### src/ccmd_pkg.sv
// Shared types and constants for the fewest-coins solver.
package ccmd_pkg;

  localparam int OPC_W  = 2;
  localparam int COIN_W = 16;
  localparam int AMT_W  = 14;
  // Table entries hold counts up to target plus one
  localparam int CNT_W  = 15;

  localparam logic [OPC_W-1:0] OP_CLEAR  = 2'd0;
  localparam logic [OPC_W-1:0] OP_APPEND = 2'd1;
  localparam logic [OPC_W-1:0] OP_SOLVE  = 2'd2;

  typedef struct packed {
    logic [OPC_W-1:0]  opcode;
    logic [COIN_W-1:0] coin_value;
    logic [AMT_W-1:0]  target_amount;
  } req_t;

  typedef struct packed {
    logic [AMT_W-1:0] fewest_coins;
    logic             reachable;
  } rsp_t;

  // Controller to datapath commands
  typedef struct packed {
    logic clear;
    logic append;
    logic start;
    logic init;
    logic scan;
    logic write;
    logic load_out;
  } cmd_t;

  // Datapath to controller status
  typedef struct packed {
    logic trivial;
    logic last_coin;
    logic last_amt;
    logic out_free;
  } sts_t;

endpackage

### src/ccmd_ctrl.sv
// Sequencing state machine for the fewest-coins solver.
module ccmd_ctrl (
  input  logic                          clk,
  input  logic                          rst,
  input  logic                          req_valid,
  input  logic [ccmd_pkg::OPC_W-1:0]    opcode,
  output logic                          req_ready,
  input  ccmd_pkg::sts_t                sts,
  output ccmd_pkg::cmd_t                cmd
);
  import ccmd_pkg::*;

  localparam logic [2:0] S_IDLE  = 3'd0;
  localparam logic [2:0] S_INIT  = 3'd1;
  localparam logic [2:0] S_SCAN  = 3'd2;
  localparam logic [2:0] S_DRAIN = 3'd3;
  localparam logic [2:0] S_WRITE = 3'd4;
  localparam logic [2:0] S_DONE  = 3'd5;

  logic [2:0] state;
  logic [2:0] state_next;

  // State register
  always_ff @(posedge clk) begin
    if (rst) begin
      state <= S_IDLE;
    end else begin
      state <= state_next;
    end
  end

  // Next state and commands
  always_comb begin
    state_next = state;
    cmd        = '0;
    req_ready  = 1'b0;
    case (state)
      S_IDLE: begin
        req_ready = 1'b1;
        if (req_valid) begin
          case (opcode)
            OP_CLEAR:  cmd.clear = 1'b1;
            OP_APPEND: cmd.append = 1'b1;
            OP_SOLVE: begin
              cmd.start  = 1'b1;
              state_next = S_INIT;
            end
            default: ;
          endcase
        end
      end
      S_INIT: begin
        cmd.init   = 1'b1;
        state_next = sts.trivial ? S_DONE : S_SCAN;
      end
      S_SCAN: begin
        cmd.scan = 1'b1;
        if (sts.last_coin) begin
          state_next = S_DRAIN;
        end
      end
      S_DRAIN: begin
        state_next = S_WRITE;
      end
      S_WRITE: begin
        cmd.write  = 1'b1;
        state_next = sts.last_amt ? S_DONE : S_SCAN;
      end
      S_DONE: begin
        if (sts.out_free) begin
          cmd.load_out = 1'b1;
          state_next   = S_IDLE;
        end
      end
      default: begin
        state_next = S_IDLE;
      end
    endcase
  end

endmodule

### config.mk
export PLATFORM = sky130hd
export DESIGN_NAME = ccmd_ctrl
export DESIGN_NICKNAME = d
export VERILOG_FILES = /design/src/ccmd_pkg.sv /design/src/ccmd_ctrl.sv
export SDC_FILE = /design/constraint.sdc
export NUM_CORES = 1
export LEC_CHECK = 0
export ABC_CLOCK_PERIOD_IN_PS = 1200
export BUFFER_PORTS_ARGS = -buffer_cell sky130_fd_sc_hd__buf_4
export CORE_AREA = 3 3 40 42
export CTS_CLUSTER_DIAMETER = 100
export DETAILED_ROUTE_END_ITERATION = 8
export DIE_AREA = 0 0 43 45
export SLEW_MARGIN = 20
export SYNTH_ARGS = -nofsm -noshare
export SYNTH_HDL_FRONTEND = slang
export SYNTH_SLANG_ARGS = --single-unit
### constraint.sdc
create_clock -name clk -period 1.2 [get_ports clk]
set_input_delay 0.24 -clock clk [delete_from_list [all_inputs] [get_ports clk]]
set_output_delay 0.24 -clock clk [all_outputs]
set_load 0.01 [all_outputs]
==> metrics.md, run 1 <==
| Metric | Value |
|---|---|
| Accumulated negative setup slack | -0.832 ns |
| Hold Path Origin | rst |
| Number of core rows | 13 |
| Antenna violations before repair | 0 |
| Required time of the worst setup path | 0.96 ns |
| Setup slack after layout | -0.153 ns |
| Congestion Overflow GR | 0 |
| Peak VDD IR | around 0.73 mV |
| Number of placed instances, taps included | 68 |
| Tightest slew margin relative to the limit | 83.1% |
| Count of unresolved DRC violations after routing | 0 |
| Number of optimization iterations in the first detailed-route pass | 3 |
| Post-Synthesis Net Count | between 40 and 50 |
| Failing checks | setup timing |
| Sw Ratio | between 30% and 40% |
| Remaining number of nets flagged by the antenna check after routing | 0 |
| Post-route cell area | roughly 600 um^2 |
| Placed wire-length estimate after detailed placement | 599 um |
| Max reg flops | 3 |
| Number of global-route vias before repair | 314 |
| Average via count per standard cell | 4.58 |
| Max-cap check violation count | 0 |
| Commonest cells after routing, fill and taps aside | buf_4 (26), buf_6 (4), clkbuf_4 (3), dfxtp_4 (3) |
| Standby leakage power | just under 0.3 nW |
| Endpoint class of the critical path | output port |
| Slew of the pin with the lowest slew margin | between 0.2 and 0.3 ns |
| Total Die Area | 0.00194 mm^2 |
| # port buffers | 16 |
| Hold violation count in the final report | 0 |
| Ant diodes | 0 |
| Maximum frequency from static timing analysis | 739 MHz |
| Final cell count without fillers | between 70 and 80 |
| Shortest period the worst path allows | 1.35 ns |
| Worst clock skew on the final layout | 0.00837 ns |
| Layout filler cell count | roughly 130 |
| Fin. max-slew vios | 0 |
| Reg2reg start | state[2]$_SDFFE_PP0P_ |
| R2R cell count | 6 |
| Mean post-synth cell area | a little over 9 um^2 |
| Number of library cell types mapped by synthesis | 25 |
| GRT Resource Usage Total | 9.23% |
| Placed Area | 458 um^2 |
| CTS root buf | clkbuf_4 |
| Portion of the clock cycle consumed by the worst path in the final layout | 113% |
| Hold Path Cell Cnt | 2 |
| Top FF cell, synth | dfxtp_1 |
| Reg with most FFs | state |
| Io pins | 17 |
| Number of enable flip-flop cells after synthesis | 0 |
| Result of the run | finished, violations left |
| Reg-to-reg endpoint | state[0]$_SDFFE_PP0P_ |
| Clock tree buffer depth | 2 |
| Number of standard cells after synthesis | 33 |
| Core area | between 0.001 and 0.0015 mm^2 |
| Number of H-tree branching levels | 1 |
| Number of buffers created by CTS | 3 |
| Clk network pwr share | ~23% |
| Cell area after synthesis | around 300 um^2 |
| Sink of the worst hold path | state[2]$_SDFFE_PP0P_ |
| Fraction of final layout cells with drive strength greater than 1 | approximately 70% |
| Latest clock arrival within the worst-skew pair | approximately 0.24 ns |
| Largest regs | state: 3 flops |
| Portion of the post-synthesis area used by sequential elements | about a fifth |
| Commonest non-fill, non-tap cell in the layout | buf_4 |
| Synthesis-to-layout area growth | 98.3% |
| Worst setup timing slack at the placement stage | -0.0277 ns |
| Maximum number of pins on one net before global-route repair | 9 |
| Die Wd | about 43 um |
| Clock Sinks | 3 |
| Internal power of the cells | about 0.54 mW |
| Register bit count reported by yosys | 3 |
| Total detailed-routing wirelength | between 900 and 1000 um |
| 1st-iter DRT viols | 5 |
| Relative contribution of combinational cells to total power | 57.1% |
| Final Core Density | between 40% and 50% |
| Register-to-register setup slack | 0 ns |
| Effective utilization at floorplan | 23.4% |
| Wire length of the first global-routing pass | approximately 1400 um |
| Kind of critical path | reg -> out |
| Placer Congestion | between 0.7 and 0.8 |
| Worst-path maximum fanout | 4 |
| Total power density per cell area | 1370 mW/mm^2 |
| Clock transition time at the flip-flop clock pins of the worst setup and hold paths | 0.04 ns |
| # setup viols final | 8 |
| Nets | 74 |
| Net switching power | about 0.28 mW |
| Worst slack on hold paths | around 0.19 ns |
| Vias post-DR | between 300 and 400 |
| Wirelength per Cell | between 10 and 15 um |
| TritonCTS clock tree | yes |
| Worst EP arrival | approximately 1.1 ns |
| Setup repair after global routing missed its margin | true |
| Critical Path Source Type | flop |
| Chip height | ~45 um |
| Total Power | roughly 0.82 mW |
| Share of power burned in registers | about a fifth |
| Share of flip-flops with an asynchronous set or reset | 0% |
| Hold crit path type | in -> reg |
| Syn. warnings | 0 |
-- power groups by stage --
| stage | Sequential (mW) | Combinational [mW] | Clock (mW) |
|---|---|---|---|
| finish | 0.164 | 0.467 | 0.187 |
| global route | 0.168 | 0.503 | 0.202 |
| CTS | 0.165 | 0.390 | 0.192 |
| detailed placement | 0.173 | 0.314 | 0 |
| global placement | 0.170 | 0.316 | 0 |
| floorplan | 0.135 | 0.209 | 0 |
-- worst max-delay path by stage --
stage,startpoint,endpoint,slack [ns],depth (start not counted)
CTS,state[2]$_SDFFE_PP0P_,cmd[6],-0.17,3
floorplan,state[1]$_SDFFE_PP0P_,cmd[6],0.02,3
global route,state[2]$_SDFFE_PP0P_,cmd[6],-0.20,3
global placement,state[2]$_SDFFE_PP0P_,cmd[0],-0.03,3
detailed placement,state[2]$_SDFFE_PP0P_,cmd[0],-0.03,3
finish,state[2]$_SDFFE_PP0P_,cmd[6],-0.15,3
-- cell families after synthesis --
logic type	share of synthesized area (%)
and+or+nand+nor	44.2
AOI/OAI and AO/OA	23.3
buffers and inverters	12.5
DFF	20.0
-- critical path: stages (launching register included) --
cell and delay [ns]:
dfxtp_4 0.35, nor3_4 0.21, and4bb_1 0.21, buf_4 0.11
-- layer usage --
layer	part of all wire, %	vias up	wire length, um	track usage (%)
li1	-	187	-	-
met1	43	161	397	11.1
met2	51	14	470	16.2
met3	6.7	0	62	3.19
met4	0	0	0	1.81
met5	0	-	0	0
-- synth_stat cells, types with 2 or more instances --
library cell / instances / area share (%)
buf_6: 3 / 11
dfxtp_1: 3 / 20
nor3b_1: 3 / 7.5
nand2_1: 2 / 2.5
nand2b_1: 2 / 4.2
-- what timing repair did --
action,CTS,global route
pin swaps,4,2
resized for setup,12,6
buffers inserted,3,4
hold buffers,0,0
endpoints found under the setup margin,10,9
-- cell type report --
cell class	count	area (um^2)	area share (%)
clock buffer	4	26.3	4.41
timing repair buffer	30	240	40.3
tap	15	18.8	3.15
multi-input combinational	26	235	39.5
sequential	3	71.3	12.0
inverter	1	3.75	0.630
(Power assumes the default switching activity.)
==> run 2, diff against run 1 <==
--- a/config.mk
+++ b/config.mk
@@ -5,12 +5,13 @@
 export SDC_FILE = /design/constraint.sdc
 export NUM_CORES = 1
 export LEC_CHECK = 0
-export ABC_CLOCK_PERIOD_IN_PS = 1200
+export ABC_CLOCK_PERIOD_IN_PS = 1500
 export BUFFER_PORTS_ARGS = -buffer_cell sky130_fd_sc_hd__buf_4
 export CORE_AREA = 3 3 40 42
 export CTS_CLUSTER_DIAMETER = 100
 export DETAILED_ROUTE_END_ITERATION = 8
 export DIE_AREA = 0 0 43 45
+export SETUP_SLACK_MARGIN = 0.5
 export SLEW_MARGIN = 20
 export SYNTH_ARGS = -nofsm -noshare
 export SYNTH_HDL_FRONTEND = slang
==> constraint.sdc (replaced) <==
create_clock -name clk -period 1.5 [get_ports clk]
set_input_delay 0.3 -clock clk [delete_from_list [all_inputs] [get_ports clk]]
set_output_delay 0.3 -clock clk [all_outputs]
set_load 0.01 [all_outputs]
==> run 2 against run 1 <==
Sequential power is 23% lower. Largest cell class is now multi-input gates. Critical endpoint unchanged. Core utilization is 2.3 points lower. The flow now finishes without violations. Highest routed layer unchanged. Cell count is 10% lower. Final area is 5.0% lower. Clock power is 22% lower.
==> metrics.md, run 2 (synthesis gave the netlist of run 1 again) <==
| Metric | Value |
|---|---|
| Latest clock arrival within the worst-skew pair | 0.23 ns (about the same) |
| Core area | 0.00128 mm^2 (unchanged) |
| Max reg flops | 3 (unchanged) |
| Final cell count without fillers | 71 (-10%) |
| Congestion Overflow GR | 0 (unchanged) |
| Reg2reg start | state[1]$_SDFFE_PP0P_ |
| Clock tree buffer depth | 2 (unchanged) |
| Peak VDD IR | 0.378 mV (-48%) |
| Number of optimization iterations in the first detailed-route pass | 2 (-1) |
| Synthesis-to-layout area growth | 88.3% |
| Post-route cell area | 566 um^2 (-5.0%) |
| # setup viols final | 0 (-8) |
| Hold Path Origin | rst |
| Slew of the pin with the lowest slew margin | 0.245 ns (-0.00652 ns) |
| Effective utilization at floorplan | 23.4% (unchanged) |
| Die Wd | 43 um (unchanged) |
| Reg-to-reg endpoint | state[0]$_SDFFE_PP0P_ |
| # port buffers | 16 (unchanged) |
| Fraction of final layout cells with drive strength greater than 1 | 71.4% (-0.45 points) |
| Kind of critical path | reg -> out |
| Max-cap check violation count | 0 (unchanged) |
| Hold Path Cell Cnt | 2 (unchanged) |
| R2R cell count | 5 (-1) |
| Required time of the worst setup path | 1.20 ns (+0.24 ns) |
| CP max stage cell | dfxtp_4 |
| Worst EP arrival | 1.12 ns (about the same) |
| Chip height | 45 um (unchanged) |
| Worst clock skew on the final layout | 0.00302 ns (-0.00535 ns) |
| Fin. max-slew vios | 0 (unchanged) |
| Total Power | 0.601 mW (-27%) |
| Antenna violations before repair | 0 (unchanged) |
| Worst-path maximum fanout | 5 (+1) |
| Cells traversed along the worst timing path | nor3_4 -> and4bb_1 -> buf_4 |
| Count of unresolved DRC violations after routing | 0 (unchanged) |
| Maximum number of pins on one net before global-route repair | 11 (+2) |
| Wire length of the first global-routing pass | 1350 um (unchanged) |
| Nets | 66 (-11%) |
| Average via count per standard cell | 4.69 (+2.4%) |
| Remaining number of nets flagged by the antenna check after routing | 0 (unchanged) |
| GRT Resource Usage Total | 9.56% (+0.32 points) |
| CTS root buf | clkbuf_4 |
| Register-to-register setup slack | 0.39 ns (+0.39 ns) |
| Clock Sinks | 3 (unchanged) |
| Commonest non-fill, non-tap cell in the layout | buf_4 |
| Portion of the clock cycle consumed by the worst path in the final layout | 94.8% |
| Critical Path Source Type | flop |
| Placed Area | 423 um^2 (-7.7%) |
| Shortest period the worst path allows | between 1 and 1.5 ns |
| Hold crit path type | in -> reg |
| Final Core Density | 44.0% (-2.3 points) |
| Number of buffers created by CTS | 3 (unchanged) |
| Total detailed-routing wirelength | 819 um (-12%) |
| Endpoint class of the critical path | output port |
| Commonest cells after routing, fill and taps aside | buf_4 (16), buf_6 (6), clkbuf_4 (3), dfxtp_4 (3) |
| 1st-iter DRT viols | 2 (-3) |
| Number of placed instances, taps included | 62 (-8.8%) |
| Total power density per cell area | 1060 mW/mm^2 (-23%) |
| Reg with most FFs | state |
| Wirelength per Cell | 11.5 um (-2.0%) |
| Clock transition time at the flip-flop clock pins of the worst setup and hold paths | 0.04 ns (about the same) |
| Number of global-route vias before repair | 327 (+4.1%) |
| Tightest slew margin relative to the limit | 83.5% (+0.44 points) |
| Ant diodes | 0 (unchanged) |
| Number of core rows | 13 (unchanged) |
| Placer Congestion | 0.686 (-9.2%) |
| Launching instance or port of the critical path | state[1]$_SDFFE_PP0P_ |
| Largest regs | state: 3 flops |
| Total Die Area | 0.00194 mm^2 (unchanged) |
| Vias post-DR | 333 (-8.0%) |
| Hold violation count in the final report | 0 (unchanged) |
| Placed wire-length estimate after detailed placement | 575 um (-4.1%) |
| Io pins | 17 (unchanged) |
| Sink of the worst hold path | state[2]$_SDFFE_PP0P_ |
| Setup repair after global routing missed its margin | true |
| Number of H-tree branching levels | 1 (unchanged) |
| Delay of the slowest cell on the worst path | 0.36 ns (about the same) |
| Maximum frequency from static timing analysis | 703 MHz |
| Result of the run | complete, no violations |
| Standby leakage power | 0.259 nW (-10%) |
| Accumulated negative setup slack | 0 ns (+0.832 ns) |
| TritonCTS clock tree | yes |
==> run 2: cell types whose count changed in the layout (fill, tap and decap cells not counted), sizes merged <==
cell / change
buf: -8
==> run 2: final cells by class <==
type	count	area (um^2)
clock buffers	4	26.3
fillers	129	719
inverters	1	3.75
multi-input cells	26	258
flip-flops and latches	3	71.3
well taps	15	18.8
repair buffers	22	188
==> run 2: worst max-delay path by stage <==
stage / endpoint
CTS: cmd[6]
global placement: cmd[0]
global route: cmd[6]
finish: cmd[6]
floorplan: cmd[6]
detailed placement: cmd[0]
==> run 2: metal layers <==
| metal | track usage (%) | vias up | wire (um) |
|---|---|---|---|
| met5 | 0 | - | 0 |
| met4 | 7.23 | 0 | 0 |
| met3 | 1.59 | 0 | 43 |
| met2 | 16.2 | 13 | 404 |
| met1 | 10.8 | 151 | 372 |
| li1 | - | 169 | - |
==> run 2: power by group <==
| part | total [mW] | switching [mW] | internal, mW |
|---|---|---|---|
| sequential | 0.127 | 0.0267 | 0.100 |
| combinational | 0.328 | 0.137 | 0.191 |
| clock | 0.146 | 0.0462 | 0.100 |
| total | 0.601 | 0.210 | 0.391 |
==> run 2: critical path: cells and delay by family (launching register included) <==
family                 cells  cell delay (ns)
AND/OR/NAND/NOR            2             0.40
flip-flops                 1             0.36
buffers and inverters      1             0.12
==> run 2: what timing repair did <==
item	4_1_cts	5_1_grt
gates cloned	0	0
endpoints found under the setup margin	11	10
hold buffers	0	0
setup buffers	3	2
pin swaps	4	6
gates resized for setup	13	7
==> run 2: stage by stage <==
step / setup WS [ns] / hold WS (ns)
global route: 0.0249 / 0.256
detailed placement: 0.180 / 0.498
CTS: 0.0665 / 0.237
finish: 0.0774 / 0.247
global placement: 0.179 / 0.496
floorplan: 0.271 / 0.369
